[config.mk]
export PLATFORM = sky130hd
export DESIGN_NAME = fcl_ram
export DESIGN_NICKNAME = d
export VERILOG_FILES = /design/src/rtl/fcl_ram.sv
export SDC_FILE = /design/constraint.sdc
export NUM_CORES = 1
export LEC_CHECK = 0
export BUFFER_PORTS_ARGS = -buffer_cell sky130_fd_sc_hd__buf_2
export CORE_ASPECT_RATIO = 0.5
export CORE_MARGIN = 1
export CORE_UTILIZATION = 66
export CTS_BUF_LIST = sky130_fd_sc_hd__clkbuf_4
export DETAILED_ROUTE_END_ITERATION = 7
export PLACE_DENSITY_LB_ADDON = 0.15
export SYNTH_ARGS = -nofsm -noshare
export SYNTH_HDL_FRONTEND = slang
export SYNTH_SLANG_ARGS = --single-unit
export TNS_END_PERCENT = 50
[constraint.sdc]
create_clock -name clock -period 6.3 [get_ports clock]
set_input_delay 0 -clock clock [delete_from_list [all_inputs] [get_ports clock]]
set_output_delay 0 -clock clock [all_outputs]
set_load 0.01 [all_outputs]
[src/rtl/fcl_ram.sv]
// Generic single-write, single-read RAM with registered read data.
// No package dependency.
module fcl_ram #(
   parameter int WIDTH = 16,
   parameter int DEPTH = 64
) (
   input  logic                     clock,
   input  logic                     wr_en,
   input  logic [$clog2(DEPTH)-1:0] wr_addr,
   input  logic [WIDTH-1:0]         wr_data,
   input  logic [$clog2(DEPTH)-1:0] rd_addr,
   output logic [WIDTH-1:0]         rd_data
);

   logic [WIDTH-1:0] mem [DEPTH];
   logic [WIDTH-1:0] rd_data_ff;

   always_ff @(posedge clock) begin
      if (wr_en) begin
         mem[wr_addr] <= wr_data;
      end
      rd_data_ff <= mem[rd_addr];
   end

   assign rd_data = rd_data_ff;

endmodule

### After elaboration in Yosys (flattened, before gate mapping)

Memory sizes are Yosys's and may differ from the RTL's. A register that Yosys moved wholly into a read port is not among the register bits.
Cells that the tools add are included.

| cells by class | value |
|---|---|
| mux-type cells | 2 |

Operators by type and width:

| kind | number |
|---|---|
| $mux 1 | 2 |

| word-level totals | value |
|---|---|
| bits in writable memories | 1,024 |
| bits in registers | 0 |
| output and inout bits | 16 |
| input port bits | 30 |
| memories | 1 |
| word-level logic and storage cells | 3 |

Memory list:

| name | words | bits a word | read ports | clocked after memory_dff | wr ports | line | source |
|---|---|---|---|---|---|---|---|
| mem | 64 | 16 | 1 | 1 | 1 | 15 | `logic [WIDTH-1:0] mem [DEPTH];` |

### Logic depth before layout (Yosys ltp)

| depth | value |
|---|---|
| word-level depth | 2 |
| depth in mapped cells | 10 |
| mapped depth without buffers | 5 |

### Worst setup path after synthesis

No wires, ideal clock.

| timing | value |
|---|---|
| path kind | input port to flip-flop |
| start | input wr_addr[3] |
| end | memory mem[48][0] (enable) |
| slack | 4.265 ns |
| stages on the path | 4 |
| arrival | 1.626 ns |
| path through | clkbuf_1 > nor2b_1 > nand4b_1 > nor3_1 |

RTL lines:

| element | line | source |
|---|---|---|
| from (decl) | 9 | `input logic [$clog2(DEPTH)-1:0] wr_addr,` |
| to (decl) | 15 |  |

Straight into the memory's write port.

==> results.md <==
- F_max: 0.358 GHz
- Req. time, crit path: between 7000 and 8000 ps
- Max-cap violations: 0
- Hold Fails Final Rpt: 0
- Rows: 63
- Post-DRT Antenna Nets: 0
- Period utilisation layout: ~44%
- Vias per std cell: 6.63
- Power Total: approximately 13 mW
- Final GP Congestion: around 0.87
- Max IR drop VDD: roughly 0.15 mV
- Clk pwr share: between 30% and 40%
- Clk root buf: clkbuf_4
- Initial antenna violation count: 10
- Fillers: between 3000 and 4000
- Flop pwr share: between 50 and 60%
- Relative slew slack: a little over a tenth
- Remaining DRCs: 0
- Cell internal pwr: 10.4 mW
- Global-route wire length before repair: about 140000 um
- Clock Pin Slew Worst Setup and Hold Paths: around 90 ps
- Largest net degree at the start of global routing: approximately 110
- Post-DP Area: slightly above 0.04 mm^2
- Most common cell in the netlist: edfxtp_1
- Top Ports: 46
- Syn_area_per_cell: ~22 um^2
- DP HPWL: between 50000 and 60000 um
- CTS tree: done
- R2R setup slack: between 3000 and 4000 ps
- Kind of critical path: input port to flop
- GR Util met2: a little under half
- Critical Path AT: 3650 ps
- Core region area: 0.0596 mm^2
- Die Wd: 350 um
- P_sw: ~3 mW
- Clock buffer count from CTS: approximately 210
- Initial Util: roughly two thirds
- Share of cells above drive strength 1: between 30 and 40%
- Yosys reg bits: between 1000 and 1500
- WHS: 198 ps
- Final core occ: approximately three quarters
- Syn_nets: roughly 1900
- Initial DRC Count: around 2900
- M1 GR Usage: 46.2%
- RSZ-0062 raised after global routing: no
- Area grow syn2layout: 10.6%
- Routed wire length: 93200 um
- Die height: 176 um
- Buffers on Ports: 45
- Met3 Use GR: between 9 and 10%
- Ranking of synthesized cells by area: edfxtp_1 (77%), mux4_2 (12%), mux2i_1 (2.1%)
- CP Capture Type: flop
- Final global-route overflow total: 0
- Vias in the first global route: around 21000
- Skew-Pair Late Insertion Delay: 1010 ps
- Placed cell count: about 2700
- Top FF cell, synth: edfxtp_1
- Clock sinks: 1040
- Die area: 0.0617 mm^2
- Netlist cell types: 43
- Setup TNS Final: 0 ps
- CTS HTree Levels: 4
- Routed length per instance: a little over 30 um
- Share of the synthesized area in the top cell type: about three quarters
- Grt peak-use layer: met1
- Hold Path Class: input port to flop
- Min Tclk post-route: 2790 ps
- Register area share after synthesis: 77.6%
- Synth Warn #: 0
- Mapped Cells: 1829
- Fin nets: about 2100
- Post-route non-filler standard cell count: around 3100
- Final Max Tran Viols: 0
- Drt pass-1 iters: 6
- Clk_skew: 71.4 ps
- Via Count: 20300
- Max Buffers Root-to-Sink: 3
- Leak: between 10 and 15 nW
- CTS resizes: 0
- Post-synth EDFFs: between 1000 and 1500
- Most instantiated cells after synthesis: edfxtp_1 (1024), mux4_2 (220), mux2i_1 (85)
- Final setup margin: between 3000 and 4000 ps
- Critical Path Fanout Max: between 60 and 70
- Ys async rst share: 0%
- Yosys top cell by area: edfxtp_1
- Pre-CTS WS: between 3000 and 4000 ps
- Switching Share: a little over a fifth
- Mapped Area: between 0.04 and 0.05 mm^2
- Worst slew pin tran: 1340 ps
- Logic pwr share: ~5.3%
- Final setup viols: 0
- GRT Total Usage: between 30% and 40%
- Cell Pwr Density: ~300 mW/mm^2
- CP Launch Type: input port
- Status: completed
- Design area: 0.0443 mm^2
worst max-delay path, cell delays in order:
cell           delay, ps
dlygate4sd3_1        540
buf_6                560
buf_4                540
nor2b_1              620
a22oi_1              170
a41oi_1              250
o21ai_0              450
and4_1               390
cell type report:
| cell class | instances | area, um^2 | area share (%) |
|---|---|---|---|
| clock inverters | 24 | 155 | 0.350 |
| multi-input cells | 685 | 8290 | 18.7 |
| diodes | 6 | 15.0 | 0.0339 |
| repair buffers | 155 | 1180 | 2.66 |
| clock buffers | 339 | 2540 | 5.75 |
| flip-flops and latches | 1040 | 31100 | 70.2 |
| well taps | 812 | 1020 | 2.29 |
power groups by stage:
stage	clock network, mW	registers (mW)	logic (mW)
3_5_place_dp	0	7.83	0.683
4_1_cts	5.01	7.68	0.701
2_1_floorplan	0	7.82	0.397
5_1_grt	5.34	7.68	0.743
6_report	4.94	7.68	0.709
3_3_place_gp	0	7.83	0.665
path summary, 6_finish.rpt:
kind          startpoint          end  cells after the start
min           rd_addr[0]   rd_data[7]                      5
max           rd_addr[1]   rd_data[2]                      8
min reg2reg  mem[63][14]  rd_data[14]                      5
max reg2reg    mem[7][1]   rd_data[1]                      6
registers in the layout, summed over array words and instances, names as in the netlist:
signal / count
mem: 1024
rd_data: 16
cells by family after synthesis:
logic type	after synthesis	synth area share, %
flops	1040	77.6
compound gates	129	2.41
simple gates	220	2.65
mux	336	15.5
buf+inv	104	1.83
cell usage in the layout (no fill, tap or decap), types with 4 or more instances in the layout:
cell and n:
mux2i_1 85, a21oi_1 17, a31oi_1 8, a211oi_1 8, buf_4 77, nand4_1 12, a221oi_1 16, buf_2 42
nand2_1 59, a221o_1 6, edfxtp_1 1024, a22o_1 6, mux2_2 27, dfxtp_1 16, a22oi_1 39, and4_1 5
mux4_2 220, a41oi_1 5, nand3_1 24, a211o_1 8, nor2_2 15, dlygate4sd3_1 31, o21ai_0 5, clkinv_1 15
clkbuf_4 339, mux4_1 4, nor2b_1 28, a311oi_1 8, diode_2 6, nor2_1 59
layer usage:
layer / vias up / wire [um]
met3: 154 / 12300
met1: 10400 / 36100
met5: - / 48
met4: 8 / 1730
li1: 8321 / -
met2: 1407 / 43000
timing repair:
item,4_1_cts,5_1_grt
setup endpoints to repair,0,0
hold buffers,31,0
hold endpoints to repair,2001,0
setup buffers,0,0
(Power assumes the default switching activity.)
