## config.mk

```make
export PLATFORM = sky130hd
export DESIGN_NAME = fcl_mac
export DESIGN_NICKNAME = d
export VERILOG_FILES = /design/src/rtl/fcl_pkg.sv /design/src/rtl/fcl_mac.sv
export SDC_FILE = /design/constraint.sdc
export NUM_CORES = 1
export LEC_CHECK = 0
export ABC_AREA = 1
export BUFFER_PORTS_ARGS = -buffer_cell sky130_fd_sc_hd__buf_2
export CAP_MARGIN = 20
export CELL_PAD_IN_SITES_DETAIL_PLACEMENT = 1
export CELL_PAD_IN_SITES_GLOBAL_PLACEMENT = 2
export CORE_MARGIN = 1.5
export CORE_UTILIZATION = 39
export DETAILED_ROUTE_END_ITERATION = 12
export MAX_ROUTING_LAYER = met4
export PLACE_DENSITY = 0.95
export SLEW_MARGIN = 5
export SYNTH_ARGS = -nofsm -noshare
export SYNTH_HDL_FRONTEND = slang
export SYNTH_SLANG_ARGS = --single-unit
```

## constraint.sdc

```tcl
create_clock -name clock -period 11.79 [get_ports clock]
set_clock_uncertainty 0.2 [all_clocks]
set_input_delay 0 -clock clock [delete_from_list [all_inputs] [get_ports clock]]
set_output_delay 0 -clock clock [all_outputs]
set_load 0.01 [all_outputs]
```

## src/rtl/fcl_pkg.sv

```systemverilog
// Shared types and constants of the fully connected layer forward block.
// Used by the top level and fcl_mac; no dependencies of its own.
package fcl_pkg;

   localparam int MAX_INPUTS   = 1024;
   localparam int MAX_OUTPUTS  = 64;

   localparam int IN_IDX_W     = 10;
   localparam int OUT_IDX_W    = 6;
   localparam int W_ADDR_W     = IN_IDX_W + OUT_IDX_W;
   localparam int WEIGHT_DEPTH = MAX_INPUTS * MAX_OUTPUTS;

   localparam int SMALL_W      = 16;
   localparam int PROD_W       = 2 * SMALL_W;
   localparam int BIAS_W       = 32;
   localparam int ACC_W        = 40;

   localparam int IN_CNT_W     = 11;
   localparam int OUT_CNT_W    = 7;
   localparam int CSR_IDX_W    = 2;
   localparam int CSR_DATA_W   = 11;

   localparam logic [CSR_IDX_W-1:0] CSR_INPUT_COUNT  = 2'd0;
   localparam logic [CSR_IDX_W-1:0] CSR_OUTPUT_COUNT = 2'd1;

   typedef enum logic [1:0] {
      CMD_WEIGHT = 2'd0,
      CMD_BIAS   = 2'd1,
      CMD_ACT    = 2'd2
   } cmd_type;

   typedef enum logic [2:0] {
      S_IDLE,
      S_MAC,
      S_DRAIN,
      S_EMIT_RD,
      S_EMIT_LD
   } state_type;

   typedef struct packed {
      logic                 vld;
      logic [OUT_IDX_W-1:0] idx;
   } mac_ctl_type;

endpackage

```

## src/rtl/fcl_mac.sv

```systemverilog
// Shared multiply-accumulate unit: registered Q16.16 product of Q8.8 operands, then 40-bit saturating add.
// Depends on fcl_pkg.
module fcl_mac import fcl_pkg::*; (
   input  logic                     clock,
   input  logic                     reset,
   input  mac_ctl_type              in_ctl,
   input  logic signed [SMALL_W-1:0] weight,
   input  logic signed [SMALL_W-1:0] act,
   input  logic signed [ACC_W-1:0]  acc,
   output mac_ctl_type              out_ctl,
   output logic signed [ACC_W-1:0]  sum
);

   localparam logic signed [ACC_W:0] ACC_HI = {2'b00, {(ACC_W-1){1'b1}}};
   localparam logic signed [ACC_W:0] ACC_LO = {2'b11, {(ACC_W-1){1'b0}}};

   mac_ctl_type              ctl_ff;
   logic signed [PROD_W-1:0] prod_ff;
   logic signed [ACC_W-1:0]  acc_ff;
   logic signed [ACC_W:0]    wide;

   always_ff @(posedge clock) begin
      if (reset) begin
         ctl_ff.vld <= 1'b0;
      end else begin
         ctl_ff.vld <= in_ctl.vld;
      end
      ctl_ff.idx <= in_ctl.idx;
      prod_ff    <= weight * act;
      acc_ff     <= acc;
   end

   always_comb begin
      wide = {acc_ff[ACC_W-1], acc_ff} + (ACC_W+1)'(prod_ff);
      if (wide > ACC_HI) begin
         sum = ACC_HI[ACC_W-1:0];
      end else if (wide < ACC_LO) begin
         sum = ACC_LO[ACC_W-1:0];
      end else begin
         sum = wide[ACC_W-1:0];
      end
   end

   assign out_ctl = ctl_ff;

endmodule

```

Word level (Yosys, flattened, before mapping) --
Cells that the tools add are included.
Word-level totals: bits of input ports 81, register bits after elaboration 79
Cells by class: $mul 1, add/sub/neg operators 1, $lt $le $gt $ge 2, mux-type cells 2
Operators by type and width (number):
- two-way mux 40 bit | 2
- adder 40 x 32 -> 41 bit | 1
- > comparator 41 x 40 -> 1 bit (second input constant) | 1
- < comparator 41 x 40 -> 1 bit (second input constant) | 1
- multiplier 16 x 16 -> 32 bit | 1

Logic depth before layout (Yosys ltp) --
Gate-level depths: netlist of the first run.
word-level depth 4, mapped depth 27, mapped depth without buffers 25

Worst setup path before layout of the first run --
No wires, ideal clock.
kind input port to flip-flop, from input port weight[7], to register prod_ff[31], setup time 116 ps, buffers on the path 2, data arrival time 5047 ps, stages on the path 23, required time 11474 ps, setup slack 6427 ps, cell sequence clkbuf_1 -> clkbuf_1 -> nand2_1 -> fa_1 -> inv_1 -> fa_1 -> inv_1 -> fa_1 -> inv_1 -> fa_1 -> fa_1 -> inv_1 -> fa_1 -> inv_1 -> ha_1 -> a21oi_1 -> o21ai_0 -> a21oi_1 -> nand2_1 -> nand4_1 -> inv_1 -> o21ai_0 -> nand2_1
Between the ends: cells in the longest elaborated chain, start to end 1
Ends and longest elaborated chain:
- from (decl) | RTL line fcl_mac.sv:7 | input logic signed [SMALL_W-1:0] weight,
- multiplier 16 x 16 -> 32 bit | RTL line fcl_mac.sv:29 | prod_ff <= weight * act;
- to (signal assigned) | RTL line fcl_mac.sv:29
- to (decl) | RTL line fcl_mac.sv:18 | logic signed [PROD_W-1:0] prod_ff;
Every way passes these cells. A chain may end at the register's enable or synchronous reset.

Final worst setup path of the first run --
from input port act[2], to register prod_ff[23]
Between the ends: cells in the longest elaborated chain, start to end 1
Ends and longest elaborated chain:
- from (decl) | RTL line fcl_mac.sv:8 | input logic signed [SMALL_W-1:0] act,
- multiplier 16 x 16 -> 32 bit | RTL line fcl_mac.sv:29
Every way passes these cells.

==> results by group, run 1 <==
Clock tree
  – Clock sinks: 79
  – H-tree level count: 3
  – Post-cts sizing count: 0
  – CTS tree: built
  – Clk pin slew, worst setup/hold paths: 0.07 ns
  – Clk root buf: clkbuf_16
  – Clock Tree Buf Depth: 2
  – CTS Buf Count: 9

Floorplanning
  – Core ar.: 0.0386 mm^2
  – Die W: 201 um
  – Initial Util: 0.395
  – # rows: 72
  – Top-Level Pins: 128
  – DIE AREA: 0.0404 mm^2
  – DIE HEIGHT: 201 um

Global routing
  – Antenna violations before repair: 0
  – GRT Total Usage: 0.255
  – Vias in the first global route: 15.6k
  – Largest net degree at the start of global routing: 40
  – First-pass GRT wire length: 79900 um
  – Grt ovf: 0

Timing
  – Max_slew headroom: 0.542
  – RSZ-0062 raised after global routing: false
  – # setup viols final: 0
  – Fmax: 174 MHz
  – Slew Viols, Final: 0
  – Final Hold Fails: 0
  – Worst Setup Slack, final: 6.05 ns
  – Worst slew pin tran: 0.684 ns
  – Final Critical Period: 5.74 ns
  – Tcrit/Tclk final: 0.487
  – Setup TNS: 0 ns

Place
  – IO buf count: 127
  – Pre-CTS setup slack: 5.65 ns
  – Placed Area: 0.0163 mm^2
  – RD Place Congestion: 0.922
  – DP Wirelength: 40200 um

Synthesis
  – Syn Nets: 2569
  – Post-synth top area cell: fa_1
  – Area share of the largest cell type after synthesis: 0.345
  – Post-synth EDFFs: 0
  – Ys flop type: dfxtp_1
  – Mapped Area: 0.0153 mm^2
  – Ys async rst share: 0
  – Synth Warn #: 0
  – Sequential element share of the synthesized area: 0.104
  – Post-synthesis cell type count: 36
  – Synthesized flop and latch total: 79
  – Count leader, synth: nand2_1
  – Post-synthesis cell count: 2103
  – Most frequent cells after synthesis: nand2_1, inv_1, fa_1, ha_1, nor2_1
  – Synth area leaders: fa_1, nand2_1, inv_1
  – Synth Area per Inst: 7.26 um^2

Finish
  – Design Area, Final: 0.0171 mm^2
  – Fin nets: 2692
  – Area grow syn2layout: 12.1%
  – Multi-input logic area: 0.0114 mm^2
  – Fillers: 4947
  – Share of cells above drive strength 1: 0.0740
  – FF/Latch Area: 0.00158 mm^2

Drt
  – Initial drt markers: 555
  – Residual DRC count: 0
  – Post-Route WL: 47600 um
  – Drt first pass iters: 5
  – Via density: 4.87
  – Via count: 13.4k
  – Wire per inst: 17.3 um
  – Routed Antenna Nets: 0

Critical path
  – Max FO, Critical Path: 16
  – Critical path's largest stage delay: 0.93 ns
  – CP endpoint kind: register
  – CP cell instances: buf_2 > nand2_1 > inv_1 > fa_1 > fa_1 > fa_1 > fa_1 > fa_1 > inv_1 > fa_1 > inv_1 > ha_1 > nand2_1 > nor2_1 > inv_1 > nor2_1 > inv_1 > o211ai_1 > xor2_1
  – Cell mode on critical path: fa_1
  – Critical Path AT: 5.81 ns
  – WP buf/inv: 6
  – Cell family with most CP delay: adder cells
  – Startpoint class of the critical path: input pin
  – Slowest-stage cell, CP: fa_1
  – Worst Path Required: 11.86 ns
  – WS Path Type: in2reg

Outcome
  – Status: finished clean

Run
  – Number of max-cap violations: 0

Worst hold path
  – Worst min-delay path class: in2reg
## area by class of cell
| class | count | area share |
|---|---|---|
| inverters | 546 | 0.120 |
| clock buffers | 9 | 0.0132 |
| well taps | 518 | 0.0378 |
| diodes | 1 | 0.000146 |
| flip-flops and latches | 79 | 0.0923 |
| clock inverters | 7 | 0.00643 |
| repair buffers | 178 | 0.0668 |
| multi-input cells | 1412 | 0.664 |
## final timing paths
check	start	end	slack [ns]	cells past startpoint
worst min-delay path	acc[14]	acc_ff[14]	0.08	2
worst max-delay path	act[2]	prod_ff[23]	6.05	19
## registers in the layout, summed over array words and instances, names as in the netlist
name	flops
acc_ff	40
prod_ff	32
out_ctl	7
## metrics by stage
step / hold slack, ns / util / cells
6_report: 0.0793 / 0.443 / 2750
3_3_place_gp: -0.0974 / 0.421 / 2683
3_5_place_dp: -0.0961 / 0.421 / 2683
4_1_cts: 0.0633 / 0.443 / 2749
2_1_floorplan: -0.172 / - / 2103
5_1_grt: 0.0798 / 0.443 / 2749
## logic make-up after synthesis
| kind of cell | count (synthesis) | share of synthesized area |
|---|---|---|
| buffers and inverters | 612 | 0.152 |
| XOR/XNOR | 55 | 0.0315 |
| AO/OA/AOI/OAI | 136 | 0.0503 |
| adder cells (fa/ha/maj) | 385 | 0.445 |
| AND/OR/NAND/NOR | 836 | 0.218 |
| flip-flops | 79 | 0.104 |
## cell usage in the layout (no fill, tap or decap), types with 3 or more instances in the layout
cell / count
a21oi_1: 72
nand2_2: 5
nand3_1: 52
o211ai_1: 3
nor3_1: 6
o21bai_1: 12
fa_1: 263
xnor2_1: 21
ha_1: 122
clkbuf_16: 9
nand3b_1: 3
a21boi_0: 4
inv_8: 3
buf_2: 127
inv_1: 545
nor2_1: 110
a21o_1: 6
dlygate4sd3_1: 50
o21ai_0: 28
nand4_1: 14
nor2_2: 4
or2_2: 7
dfxtp_1: 79
xor2_1: 34
nand2_1: 627
o21a_1: 5
## routing by layer
metal | track usage | routed length (um)
met4 | 0.0712 | 1160
met2 | 0.466 | 24900
met3 | 0.0180 | 1200
met1 | 0.300 | 20400
met5 | - | 0
## repair_timing
item,CTS,global route
hold endpoints to repair,48,0
buffers inserted,0,0
hold buffers,50,0
Power of run 1 is left out: the tool's default activity adds up to more than one toggle a clock period on the data nets, which glitch-free logic cannot reach.
==> inputs of run 2 (changes only) <==
--- a/config.mk
+++ b/config.mk
@@ -5,16 +5,16 @@
 export SDC_FILE = /design/constraint.sdc
 export NUM_CORES = 1
 export LEC_CHECK = 0
-export ABC_AREA = 1
+export ABC_AREA = 0
 export BUFFER_PORTS_ARGS = -buffer_cell sky130_fd_sc_hd__buf_2
 export CAP_MARGIN = 20
 export CELL_PAD_IN_SITES_DETAIL_PLACEMENT = 1
 export CELL_PAD_IN_SITES_GLOBAL_PLACEMENT = 2
 export CORE_MARGIN = 1.5
-export CORE_UTILIZATION = 39
+export CORE_UTILIZATION = 35
 export DETAILED_ROUTE_END_ITERATION = 12
 export MAX_ROUTING_LAYER = met4
-export PLACE_DENSITY = 0.95
+export PLACE_DENSITY = 0.84
 export SLEW_MARGIN = 5
 export SYNTH_ARGS = -nofsm -noshare
 export SYNTH_HDL_FRONTEND = slang
==> constraint.sdc (replaced) <==
create_clock -name clock -period 4.8 [get_ports clock]
set_clock_uncertainty 0.2 [all_clocks]
set_input_delay 0 -clock clock [delete_from_list [all_inputs] [get_ports clock]]
set_output_delay 0 -clock clock [all_outputs]
set_load 0.01 [all_outputs]
==> results by group, run 2 <==
Outcome
  – Status: finished, violations left
  – Failing checks: negative setup slack

Clock tree
  – Clock Tree Buf Depth: 2
  – H-tree level count: 3
  – CTS Buf Count: 9
  – Clk pin slew, worst setup/hold paths: 0.07 ns
  – CTS tree: built
  – Clk root buf: clkbuf_16
  – Clock sinks: 79

Critical path
  – WS Path Type: in2reg
  – Max FO, Critical Path: 7
  – Slowest-stage cell, CP: fa_2
  – Startpoint class of the critical path: input pin
  – Cell mode on critical path: fa_2
  – Critical path's largest stage delay: 0.63 ns
  – CP startpoint: weight[15]
  – CP endpoint kind: register
  – CP cell instances: buf_12 > and2_4 > fa_2 > buf_6 > fa_2 > fa_2 > fa_2 > fa_1 > inv_2 > fa_1 > inv_2 > ha_4 > a21o_1 > a21o_1 > a21o_1 > a2111oi_4 > o21bai_1 > or4_4 > a31o_2 > a21oi_2 > xnor2_1
  – Critical Path AT: 5.72 ns
  – Worst Path Required: 4.88 ns
  – CP endpoint: prod_ff[31]

Synthesis
  – Synth Area per Inst: 9.18 um^2
  – Ys flop type: dfxtp_1
  – Post-synthesis cell type count: 65
  – Sequential element share of the synthesized area: 0.114
  – Mapped Area: 0.0139 mm^2
  – Syn Nets: 1978
  – Post-synth EDFFs: 0
  – Synthesized flop and latch total: 79
  – Area share of the largest cell type after synthesis: 0.380
  – Count leader, synth: inv_1
  – Post-synth top area cell: fa_1
  – Synth area leaders: fa_1, dfxtp_1, ha_1
  – Ys async rst share: 0
  – Synth Warn #: 0
  – Most frequent cells after synthesis: inv_1, fa_1, nand2_1, and2_1, ha_1
  – Post-synthesis cell count: 1512

Timing
  – # setup viols final: 18
  – Tcrit/Tclk final: 1.17
  – Fmax: 177 MHz
  – Worst Setup Slack, final: -0.839 ns
  – Final Hold Fails: 0
  – Setup TNS: -7.20 ns
  – Max_slew headroom: 0.592
  – Slew Viols, Final: 0
  – Final Critical Period: 5.64 ns
  – Worst slew pin tran: 0.597 ns
  – RSZ-0062 raised after global routing: true

Worst hold path
  – Worst min-delay path class: in2reg

Drt
  – Drt first pass iters: 4
  – Wire per inst: 17.1 um
  – Post-Route WL: 40500 um
  – Via count: 11.4k
  – Residual DRC count: 0
  – Via density: 4.82
  – Routed Antenna Nets: 0
  – Initial drt markers: 348

Global routing
  – Antenna violations before repair: 0
  – First-pass GRT wire length: 66800 um
  – Vias in the first global route: 13.4k
  – Grt ovf: 0
  – GRT Total Usage: 0.214
  – Largest net degree at the start of global routing: 38

Finish
  – Most frequent cells in the layout: inv_1, fa_1, buf_4
  – Area grow syn2layout: 31.6%
  – Design Area, Final: 0.0183 mm^2
  – N_diodes: 0
  – Max reg flops: 40
  – Most flops, register: acc_ff
  – Share of cells above drive strength 1: 0.263
  – Fin nets: 2312
  – Most common cell after layout, fill and taps aside: inv_1
  – Post-layout util: 0.469

Floorplanning
  – # rows: 72
  – DIE HEIGHT: 202 um
  – Top-Level Pins: 128
  – Initial Util: 0.356
  – Die W: 202 um
  – DIE AREA: 0.0408 mm^2
  – Core ar.: 0.0389 mm^2

Place
  – Placed Area: 0.0166 mm^2
  – RD Place Congestion: 0.862
  – IO buf count: 127
  – DP Wirelength: 34000 um

Run
  – Number of max-cap violations: 0
## run 2: what timing repair did
action / 4_1_cts / 5_1_grt
hold buffers: 51 / 0
gates resized for setup: 124 / 52
cloned: 1 / 0
pin swaps: 81 / 57
setup endpoints to repair: 20 / 20
endpoints found under the hold margin: 49 / 0
setup buffers: 24 / 12
## run 2: logic make-up after synthesis
logic type                 share of synthesized area
buffers and inverters                          0.100
DFF                                            0.114
xor gates and xnor gates                      0.0436
adders and majority gates                      0.491
AOI/OAI and AO/OA                              0.114
and+or+nand+nor                                0.136
muxes                                        0.00153
## run 2: metrics by stage
| stage | std cells | hold WS [ns] | setup WS [ns] |
|---|---|---|---|
| after global placement | 2274 | -0.0977 | -1.27 |
| after CTS | 2362 | 0.0540 | -0.813 |
| after detailed placement | 2274 | -0.0962 | -1.40 |
| after floorplan | 1512 | -0.172 | -1.03 |
| final | 2369 | 0.0753 | -0.839 |
| after global routing | 2369 | 0.0570 | -0.979 |
## run 2: how the worst min path moves through the flow
| stage | slack [ns] | cells after the start | endpoint | from |
|---|---|---|---|---|
| floorplan | -0.17 | 0 | acc_ff[0] | acc[0] |
| global placement | -0.1 | 1 | out_ctl[1] | in_ctl[1] |
| detailed placement | -0.1 | 1 | out_ctl[1] | in_ctl[1] |
| CTS | 0.05 | 2 | acc_ff[38] | acc[38] |
| global route | 0.06 | 2 | acc_ff[36] | acc[36] |
| finish | 0.08 | 2 | acc_ff[38] | acc[38] |
## run 2: area by class of cell
cell class	count	area [um^2]
clock buffer	9	225
multi-input combinational	1072	11600
timing repair buffer	376	3020
sequential	79	1580
clock inverter	7	60.1
fill	4478	20700
inverter	308	1160
tap	518	648
## run 2: worst max-delay path: cells and delay by family
kind                       cells  cell delay (ns)
adders and majority gates      7             3.24
AOI/OAI and AO/OA              7             1.33
and+or+nand+nor                2             0.66
buffers and inverters          4             0.33
xor gates and xnor gates       1             0.12
## run 2: layer usage
metal / part of all wire / track usage / up-vias
li1: - / - / 5367
met1: 0.40 / 0.237 / 5826
met2: 0.55 / 0.403 / 166
met3: 0.028 / 0.0290 / 58
met4: 0.022 / 0.0487 / 0
met5: 0 / - / -
Power of run 2 is left out for the same reason.
